===== config.mk =====
export PLATFORM = sky130hd
export DESIGN_NAME = block_edge_deblock_filter_core
export DESIGN_NICKNAME = d
export VERILOG_FILES = /design/src/sv/bedf_pkg.sv /design/src/sv/block_edge_deblock_filter_core.sv
export VERILOG_INCLUDE_DIRS = /design/src /design/src/sv
export SDC_FILE = /design/constraint.sdc
export NUM_CORES = 1
export LEC_CHECK = 0
export ABC_AREA = 1
export ABC_CLOCK_PERIOD_IN_PS = 19600
export BUFFER_PORTS_ARGS = -buffer_cell sky130_fd_sc_hd__buf_2
export CAP_MARGIN = 10
export CORE_ASPECT_RATIO = 1.1
export CORE_MARGIN = 1.5
export CORE_UTILIZATION = 25
export CTS_BUF_LIST = sky130_fd_sc_hd__clkbuf_4 sky130_fd_sc_hd__clkbuf_8
export DETAILED_ROUTE_END_ITERATION = 8
export SYNTH_ARGS = -nofsm -noshare
export SYNTH_HDL_FRONTEND = slang
export SYNTH_SLANG_ARGS = --single-unit
export TNS_END_PERCENT = 20

===== constraint.sdc =====
create_clock -name clk_i -period 19.6 [get_ports clk_i]
set_input_delay 0.98 -clock clk_i [delete_from_list [all_inputs] [get_ports clk_i]]
set_output_delay 0.98 -clock clk_i [all_outputs]
set_load 0.005 [all_outputs]

===== src/sv/block_edge_deblock_filter_core_assert.svh =====
// Assertion macros for the edge deblocking filter core.
// Used by the RTL in this folder; simulation-only, empty under synthesis.
`ifndef BLOCK_EDGE_DEBLOCK_FILTER_CORE_ASSERT_SVH
`define BLOCK_EDGE_DEBLOCK_FILTER_CORE_ASSERT_SVH

`ifndef SYNTHESIS

// Property checked at every rising edge while reset is released.
`define BEDF_ASSERT(lbl, clk, rstn, prop, msg) \
  lbl: assert property (@(posedge clk) disable iff (!rstn) prop) else $error(msg);

// Property checked at every rising edge, reset included.
`define BEDF_ASSERT_ALWAYS(lbl, clk, prop, msg) \
  lbl: assert property (@(posedge clk) prop) else $error(msg);

`else

`define BEDF_ASSERT(lbl, clk, rstn, prop, msg)
`define BEDF_ASSERT_ALWAYS(lbl, clk, prop, msg)

`endif

`endif


===== src/sv/bedf_pkg.sv =====
// Shared types and constants of the edge deblocking filter core.
// Depends on nothing; used by block_edge_deblock_filter_core.
package bedf_pkg;

  // Width of every sample field on the stream ports; each configuration register is CfgW wide.
  localparam int FieldW    = 16;
  localparam int CfgW      = 16;
  localparam int ApbDataW  = 32;
  localparam int ApbAddrW  = 5;
  localparam int InFields  = 6;
  localparam int OutFields = 4;

  // Rounding bias and shift of the edge delta.
  localparam int DeltaBias  = 4;
  localparam int DeltaShift = 3;

  // Register map, index = byte address / 4.
  typedef enum logic [2:0] {
    REG_ALPHA_LIMIT = 3'd0,
    REG_BETA_LIMIT  = 3'd1,
    REG_CLIP_BASE   = 3'd2,
    REG_CLIP_STEP   = 3'd3,
    REG_SAMPLE_PEAK = 3'd4
  } cfg_reg_e;

  localparam logic [CfgW-1:0] AlphaRst = 16'd0;
  localparam logic [CfgW-1:0] BetaRst  = 16'd0;
  localparam logic [CfgW-1:0] ClipBaseRst = 16'd0;
  localparam logic [CfgW-1:0] ClipStepRst = 16'd1;
  localparam logic [CfgW-1:0] PeakRst  = 16'd255;

endpackage


===== src/sv/block_edge_deblock_filter_core.sv =====
// Top level of the normal-strength edge deblocking filter core.
// Depends on bedf_pkg and block_edge_deblock_filter_core_assert.svh.

// The core filters one line of six samples p2 p1 p0 | q0 q1 q2 across a block
// edge per item, in the manner of the normal-strength H.264 deblocking filter.
// It accepts one item every clock cycle while the output is not stalled, and
// each item passes through the input register and then the result register,
// with all filter arithmetic in the logic between them. The result register
// lets a new item enter while a finished result still waits on the output;
// backpressure on the output stalls both stages together. The user must
// write thresholds, clip values and the sample peak over the APB port only
// while the core is idle; the core itself does not enforce this. Samples
// are taken modulo 2^SAMPLE_BITS; results are zero-extended to 16 bits per field.
module block_edge_deblock_filter_core #(
  parameter int SAMPLE_BITS = 16
) (
  input  logic                           clk_i,
  input  logic                           rst_ni,
  // Input stream: p2, p1, p0, q0, q1, q2, 16 bits each, from bit 0 up.
  input  logic                           s_axis_tvalid,
  output logic                           s_axis_tready,
  input  logic [bedf_pkg::InFields*bedf_pkg::FieldW-1:0]  s_axis_tdata,
  // Output stream: p1_out, p0_out, q0_out, q1_out, 16 bits each, from bit 0 up.
  output logic                           m_axis_tvalid,
  input  logic                           m_axis_tready,
  output logic [bedf_pkg::OutFields*bedf_pkg::FieldW-1:0] m_axis_tdata,
  // Output flag: edge_filtered (bit 0).
  output logic                           m_axis_tuser,
  // APB configuration port.
  input  logic                           psel,
  input  logic                           penable,
  input  logic                           pwrite,
  input  logic [bedf_pkg::ApbAddrW-1:0]  paddr,
  input  logic [bedf_pkg::ApbDataW-1:0]  pwdata,
  output logic [bedf_pkg::ApbDataW-1:0]  prdata,
  output logic                           pready
);

  `include "block_edge_deblock_filter_core_assert.svh"

  localparam int S      = SAMPLE_BITS;
  localparam int FW     = bedf_pkg::FieldW;
  localparam int CW     = bedf_pkg::CfgW;
  // The clip limit c0 + 2*c1 needs two bits beyond a register.
  localparam int ClipW  = CW + 2;
  // Signed width that holds 4*(q0-p0) + p1 - q1 + 4 and the clip limit.
  localparam int AW     = (S + 4 > ClipW + 1) ? S + 4 : ClipW + 1;

  // ---------------------------------------------------------------------------
  // Configuration registers
  // ---------------------------------------------------------------------------
  logic [CW-1:0] alpha_q, beta_q, c0_q, c1_q, peak_q;
  logic          cfg_wr;
  bedf_pkg::cfg_reg_e cfg_sel;

  assign pready  = 1'b1;
  assign cfg_sel = bedf_pkg::cfg_reg_e'(paddr[bedf_pkg::ApbAddrW-1:2]);
  assign cfg_wr  = psel && penable && pwrite && pready;

  always_ff @(posedge clk_i or negedge rst_ni) begin
    if (!rst_ni) begin
      alpha_q <= bedf_pkg::AlphaRst;
      beta_q  <= bedf_pkg::BetaRst;
      c0_q    <= bedf_pkg::ClipBaseRst;
      c1_q    <= bedf_pkg::ClipStepRst;
      peak_q  <= bedf_pkg::PeakRst;
    end else if (cfg_wr) begin
      unique case (cfg_sel)
        bedf_pkg::REG_ALPHA_LIMIT: alpha_q <= pwdata[CW-1:0];
        bedf_pkg::REG_BETA_LIMIT:  beta_q  <= pwdata[CW-1:0];
        bedf_pkg::REG_CLIP_BASE:   c0_q    <= pwdata[CW-1:0];
        bedf_pkg::REG_CLIP_STEP:   c1_q    <= pwdata[CW-1:0];
        bedf_pkg::REG_SAMPLE_PEAK: peak_q  <= pwdata[CW-1:0];
        default: ;
      endcase
    end
  end

  always_comb begin
    unique case (cfg_sel)
      bedf_pkg::REG_ALPHA_LIMIT: prdata = bedf_pkg::ApbDataW'(alpha_q);
      bedf_pkg::REG_BETA_LIMIT:  prdata = bedf_pkg::ApbDataW'(beta_q);
      bedf_pkg::REG_CLIP_BASE:   prdata = bedf_pkg::ApbDataW'(c0_q);
      bedf_pkg::REG_CLIP_STEP:   prdata = bedf_pkg::ApbDataW'(c1_q);
      bedf_pkg::REG_SAMPLE_PEAK: prdata = bedf_pkg::ApbDataW'(peak_q);
      default:                   prdata = '0;
    endcase
  end

  // ---------------------------------------------------------------------------
  // Pipeline control. Both stages move together whenever the result register
  // is empty or its item is being taken.
  // ---------------------------------------------------------------------------
  logic in_valid_q, out_valid_q;
  logic advance, in_take;

  assign advance       = !out_valid_q || m_axis_tready;
  assign s_axis_tready = !in_valid_q || advance;
  assign in_take       = s_axis_tvalid && s_axis_tready;

  always_ff @(posedge clk_i or negedge rst_ni) begin
    if (!rst_ni) begin
      in_valid_q  <= 1'b0;
      out_valid_q <= 1'b0;
    end else begin
      if (s_axis_tready) begin
        in_valid_q <= s_axis_tvalid;
      end
      if (advance) begin
        out_valid_q <= in_valid_q;
      end
    end
  end

  // Input register: samples reduced to the configured depth.
  logic [S-1:0] p2_q, p1_q, p0_q, q0_q, q1_q, q2_q;

  always_ff @(posedge clk_i) begin
    if (in_take) begin
      p2_q <= s_axis_tdata[0*FW +: S];
      p1_q <= s_axis_tdata[1*FW +: S];
      p0_q <= s_axis_tdata[2*FW +: S];
      q0_q <= s_axis_tdata[3*FW +: S];
      q1_q <= s_axis_tdata[4*FW +: S];
      q2_q <= s_axis_tdata[5*FW +: S];
    end
  end

  // ---------------------------------------------------------------------------
  // Filter arithmetic between the input and result registers.
  // ---------------------------------------------------------------------------
  logic [S-1:0]        d_p0q0, d_p1p0, d_q0q1, d_p2p0, d_q2q0;
  logic                pass, smooth_p, smooth_q;
  logic [ClipW-1:0]    clip_lim;
  logic signed [AW-1:0] p2s, p1s, p0s, q0s, q1s, q2s;
  logic signed [AW-1:0] c_s, c0_s, peak_s;
  logic signed [AW-1:0] delta_raw, delta, p0_sum, q0_sum, p0_clamp, q0_clamp;
  logic [S:0]          avg_sum;
  logic signed [AW-1:0] avg_s, dp_raw, dq_raw, dp, dq, p1_adj, q1_adj;
  logic [S-1:0]        p1_new, p0_new, q0_new, q1_new;

  always_comb begin
    d_p0q0 = (p0_q > q0_q) ? p0_q - q0_q : q0_q - p0_q;
    d_p1p0 = (p1_q > p0_q) ? p1_q - p0_q : p0_q - p1_q;
    d_q0q1 = (q0_q > q1_q) ? q0_q - q1_q : q1_q - q0_q;
    d_p2p0 = (p2_q > p0_q) ? p2_q - p0_q : p0_q - p2_q;
    d_q2q0 = (q2_q > q0_q) ? q2_q - q0_q : q0_q - q2_q;

    pass     = (CW'(d_p0q0) < alpha_q) && (CW'(d_p1p0) < beta_q) &&
               (CW'(d_q0q1) < beta_q);
    smooth_p = CW'(d_p2p0) < beta_q;
    smooth_q = CW'(d_q2q0) < beta_q;

    // Clip limit grows by c1 for each smooth side.
    clip_lim = ClipW'(c0_q) + (smooth_p ? ClipW'(c1_q) : '0) +
               (smooth_q ? ClipW'(c1_q) : '0);

    p2s    = $signed(AW'(p2_q));
    p1s    = $signed(AW'(p1_q));
    p0s    = $signed(AW'(p0_q));
    q0s    = $signed(AW'(q0_q));
    q1s    = $signed(AW'(q1_q));
    q2s    = $signed(AW'(q2_q));
    c_s    = $signed(AW'(clip_lim));
    c0_s   = $signed(AW'(c0_q));
    peak_s = $signed(AW'(peak_q));

    // Edge delta with rounding; arithmetic shift gives floor division.
    delta_raw = (((q0s - p0s) <<< 2) + p1s - q1s + $signed(AW'(bedf_pkg::DeltaBias)))
                >>> bedf_pkg::DeltaShift;
    if (delta_raw > c_s) begin
      delta = c_s;
    end else if (delta_raw < -c_s) begin
      delta = -c_s;
    end else begin
      delta = delta_raw;
    end

    p0_sum = p0s + delta;
    q0_sum = q0s - delta;
    if (p0_sum < 0) begin
      p0_clamp = '0;
    end else if (p0_sum > peak_s) begin
      p0_clamp = peak_s;
    end else begin
      p0_clamp = p0_sum;
    end
    if (q0_sum < 0) begin
      q0_clamp = '0;
    end else if (q0_sum > peak_s) begin
      q0_clamp = peak_s;
    end else begin
      q0_clamp = q0_sum;
    end

    // Inner samples move toward the mean of the outer sample and the edge average.
    avg_sum = (S+1)'(p0_q) + (S+1)'(q0_q) + (S+1)'(1);
    avg_s   = $signed(AW'(avg_sum[S:1]));
    dp_raw  = (p2s + avg_s - (p1s <<< 1)) >>> 1;
    dq_raw  = (q2s + avg_s - (q1s <<< 1)) >>> 1;
    if (dp_raw > c0_s) begin
      dp = c0_s;
    end else if (dp_raw < -c0_s) begin
      dp = -c0_s;
    end else begin
      dp = dp_raw;
    end
    if (dq_raw > c0_s) begin
      dq = c0_s;
    end else if (dq_raw < -c0_s) begin
      dq = -c0_s;
    end else begin
      dq = dq_raw;
    end
    p1_adj = p1s + dp;
    q1_adj = q1s + dq;

    p1_new = (pass && smooth_p) ? p1_adj[S-1:0] : p1_q;
    q1_new = (pass && smooth_q) ? q1_adj[S-1:0] : q1_q;
    p0_new = pass ? p0_clamp[S-1:0] : p0_q;
    q0_new = pass ? q0_clamp[S-1:0] : q0_q;
  end

  // ---------------------------------------------------------------------------
  // Result register
  // ---------------------------------------------------------------------------
  logic [S-1:0] p1_out_q, p0_out_q, q0_out_q, q1_out_q;
  logic         edge_q;

  always_ff @(posedge clk_i) begin
    if (advance && in_valid_q) begin
      p1_out_q <= p1_new;
      p0_out_q <= p0_new;
      q0_out_q <= q0_new;
      q1_out_q <= q1_new;
      edge_q   <= pass;
    end
  end

  assign m_axis_tvalid = out_valid_q;
  assign m_axis_tdata  = {FW'(q1_out_q), FW'(q0_out_q), FW'(p0_out_q), FW'(p1_out_q)};
  assign m_axis_tuser  = edge_q;

  // ---------------------------------------------------------------------------
  // Assertions
  // ---------------------------------------------------------------------------
  // A finished result leaves the result register only through a handshake.
  `BEDF_ASSERT(a_result_not_dropped, clk_i, rst_ni,
    $fell(out_valid_q) |-> $past(m_axis_tready), "result dropped without handshake")
  // A line that fails the thresholds reaches the output unchanged.
  `BEDF_ASSERT(a_unfiltered_passthru, clk_i, rst_ni,
    (advance && in_valid_q && !pass) |=> (p0_out_q == $past(p0_q)) &&
    (q0_out_q == $past(q0_q)) && !edge_q, "unfiltered line was modified")
  // The clamp keeps the new edge samples within zero and the peak.
  `BEDF_ASSERT(a_clamp_range, clk_i, rst_ni,
    in_valid_q |-> (!pass || ((p0_clamp >= 0) && (p0_clamp <= peak_s) &&
    (q0_clamp >= 0) && (q0_clamp <= peak_s))), "edge sample outside the clamp range")
  // A side that is not smooth keeps its inner sample.
  `BEDF_ASSERT(a_rough_side_kept, clk_i, rst_ni,
    in_valid_q |-> ((smooth_p || (p1_new == p1_q)) && (smooth_q || (q1_new == q1_q))),
    "inner sample changed on a rough side")

endmodule

==> metrics.log <==
[metrics] final net count: 5202
[metrics] number of detailed-route iterations in the first pass: 6
[metrics] delay of the slowest cell on the worst path: 0.80 ns
[metrics] portion of netlist area occupied by mux cells: 0.00284
[metrics] setup repair after global routing missed its margin: no
[metrics] end of the worst register-to-register path: q0_out_q[4]
[metrics] highest-delay cell along the critical path: edfxtp_1
[metrics] final wirelength: 133 mm
[metrics] post_cts resized: 0
[metrics] final worst setup slack: 3.35 ns
[metrics] count of buffers added by post-CTS timing repair for setup: 0
[metrics] path class of the lowest-slack min-delay path: primary input to async pin
[metrics] Initial Utilization: 0.253
[metrics] Cell variety after synth: 68
[metrics] most frequent cell on the critical path: nand2_1
[metrics] largest family of logic cells by synthesized area: adder cells
[metrics] final clock skew: 0.0993 ns
[metrics] Reg2Reg Depth: 75
[metrics] crit-path max FO: 19
[metrics] endpoint class of the critical path: register
[metrics] Routability Congestion: 1.03
[metrics] root buffer selected by CTS: clkbuf_8
[metrics] top achievable clock speed: 0.0615 GHz
[metrics] via count of the first global-routing pass: 29.1k
[metrics] clock transition time at the flip-flop clock pins of the worst setup and hold paths: 0.06 ns
[metrics] portion of the clock cycle consumed by the worst path in the final layout: 0.829
[metrics] number of antenna violations at the first check in global routing: 16
[metrics] number of synthesized flops with an enable pin: 161
[metrics] Cell Rows: 136
[metrics] worst rel slew slack: 0.232
[metrics] data arrival time at the worst-slack endpoint: 16.71 ns
[metrics] Critical path destination: q0_out_q[4]
[metrics] number of endpoints failing setup at the final stage: 0
[metrics] R2R Path Start: q0_q[13]
[metrics] first-pass GRT wire length: 190 mm
[metrics] area of the die: 129000 um^2
[metrics] buffer depth of the longest clock path: 3
[metrics] largest net degree at the start of global routing: 80
[metrics] CTS Hold Bufs: 0
[metrics] synth top area cells: ha_1 (21%), edfxtp_1 (15%), nand2_1 (11%)
[metrics] vias per cell: 4.95
[metrics] Vert. Die Dim: 376 um
[metrics] Area growth, synth to finish: 12.8%
[metrics] FFs w/ async S/R, synth: 0.337
[metrics] sequential element share of the synthesized area: 0.218
[metrics] H-tree depth reported by CTS: 2
[metrics] list of most frequent post-synthesis cells: nand2_1 (927), inv_1 (651), ha_1 (534)
[metrics] Detailed Place HPWL: 111 mm
[metrics] library cell occupying the most area in the post-synthesis netlist: ha_1
[metrics] hold violation count in the final report: 0
[metrics] area fraction of the dominant cell type after synthesis: 0.211
[metrics] reg2reg setup slack: 3.35 ns
[metrics] compound-gate portion of the synthesized area: 0.171
[metrics] Final Max Tran Viols: 0
[metrics] initial detailed-routing violation count: 2756
[metrics] grt ovf: 0
[metrics] Clock Sinks: 243
[metrics] Clk Latency, worst-skew pair: 0.73 ns
[metrics] Post-Place Cell Area: 34700 um^2
[metrics] run status: completed
[metrics] Critical Path RT: 20.05 ns
[metrics] residual DRC count: 0
[metrics] Synth warnings: 0
[metrics] Final Critical Period: 16.25 ns
[metrics] Port Buffers: 204
[metrics] Critical path origin: q0_q[13]
[metrics] number of buffers added by the clock tree synthesis step: 47
[metrics] global-route usage over all layers: 0.202
[metrics] layout cells sized above 1: 0.0907
[metrics] Max-cap violations: 0
[metrics] Core ar.: 125000 um^2
[metrics] TritonCTS clock tree: done
[metrics] cell with the most instances after synthesis: nand2_1
[metrics] Cell Area, Synth: 31700 um^2
[metrics] fin area: 35700 um^2
[metrics] Sum Neg Setup Slack: 0 ns
[metrics] routed length per instance: 21.6 um
[metrics] critical path class: register to register
[metrics] Die W: 342 um
[metrics] number of register bits inferred by synthesis: 243
[metrics] area of all sequential standard cells: 6900 um^2
[metrics] number of filler cells placed in the layout: 13.6k
[metrics] simple-gate share of the synthesized area: 0.196
[metrics] worst slack at placement: 3.61 ns
[metrics] number of top-level pins: 240
[metrics] type of origin of the critical path: register
[metrics] adder-cell share of the synthesized area: 0.260
[metrics] routed via count: 30.4k
[metrics] Avg Synthesized Cell Area: 7.47 um^2
[metrics] worst-margin pin slew: 1.15 ns
[metrics] gate count of the mapped netlist: 4242
[metrics] post-synthesis share of cell area spent on xor and xnor gates: 0.0597
[metrics] post-route antenna net violation count: 0
[metrics] Main synth FF type: edfxtp_1
[metrics] area used by multi-input combinational logic: 21900 um^2
layout by cell type, fill, tap and decap left out, drive strengths merged, types with 54 or more instances in the layout:
cell type  synthesis  final
nor2             217    217
inv              653    654
dfrtp             73     73
o21ai            324    324
nand4             54     54
clkbuf            74     62
edfxtp           161    161
nand3            181    181
xor2             169    169
o211ai            57     57
nand2            947    947
a21oi            337    337
ha               534    534
fa                77     77
buf               28    247
through the flow:
| stage | utilization | hold slack [ns] | instances |
|---|---|---|---|
| floorplan | - | 0.447 | 4257 |
| CTS | 0.285 | 0.00506 | 6140 |
| global route | 0.285 | 0.0363 | 6143 |
| finish | 0.285 | 0.0580 | 6143 |
| global placement | 0.277 | 0.470 | 6057 |
| detailed placement | 0.277 | 0.475 | 6057 |
state kept, by name, indices dropped and copies added (netlist names):
name and flops:
p0_q 16, m_axis_tvalid 1, m_axis_tuser 1, p2_q 16
q2_q 16, q0_q 16, c0_q 16, q0_out_q 16
p0_out_q 16, beta_q 16, c1_q 16, p1_out_q 16
alpha_q 16, peak_q 16, q1_out_q 16, in_valid_q 1
p1_q 16, q1_q 16
how the worst min path moves through the flow:
stage                     cells past startpoint        from             to  slack [ns]
final                                         1      rst_ni     in_valid_q        0.06
after global routing                          1      rst_ni  m_axis_tvalid        0.04
after CTS                                     1      rst_ni     in_valid_q       0.005
after detailed placement                      2  peak_q[12]     peak_q[12]        0.48
after global placement                        2  peak_q[12]     peak_q[12]        0.47
after floorplan                               2  in_valid_q  m_axis_tvalid        0.45
final cells by class:
cell class                      instances  share of cell area
Clock buffer                           62              0.0216
Clock inverter                         21             0.00697
Inverter                              654              0.0688
Tap cell                             1656              0.0580
Timing Repair Buffer                  247              0.0379
Multi-Input combinational cell       3258               0.614
Antenna cell                            2            0.000140
Sequential cell                       243               0.193
cell families after synthesis:
family | count (synthesis)
buffers and inverters | 756
XOR/XNOR | 215
multiplexers | 9
other | 2
AND/OR/NAND/NOR | 1477
AO/OA/AOI/OAI | 929
flip-flops | 243
adder cells (fa/ha/maj) | 611
worst max-delay path: cells and delay by family (launching register included):
kind | cells | cell delay, ns
fa+ha+maj | 8 | 2.73
xor+xnor | 3 | 0.94
simple gates | 37 | 6.09
flops | 1 | 0.80
buf+inv | 13 | 2.25
compound gates | 14 | 3.14
layer usage:
layer  global-route usage  vias to the layer above  share of wire
li1                     -                    14697              -
met1                0.260                    14294           0.42
met2                0.324                     1159           0.45
met3               0.0324                      272          0.072
met4                0.104                       14          0.058
met5                    0                        -        0.00070
Power is not shown: default switching activity piles up to over one toggle a cycle in this logic, so the estimate is an artifact.
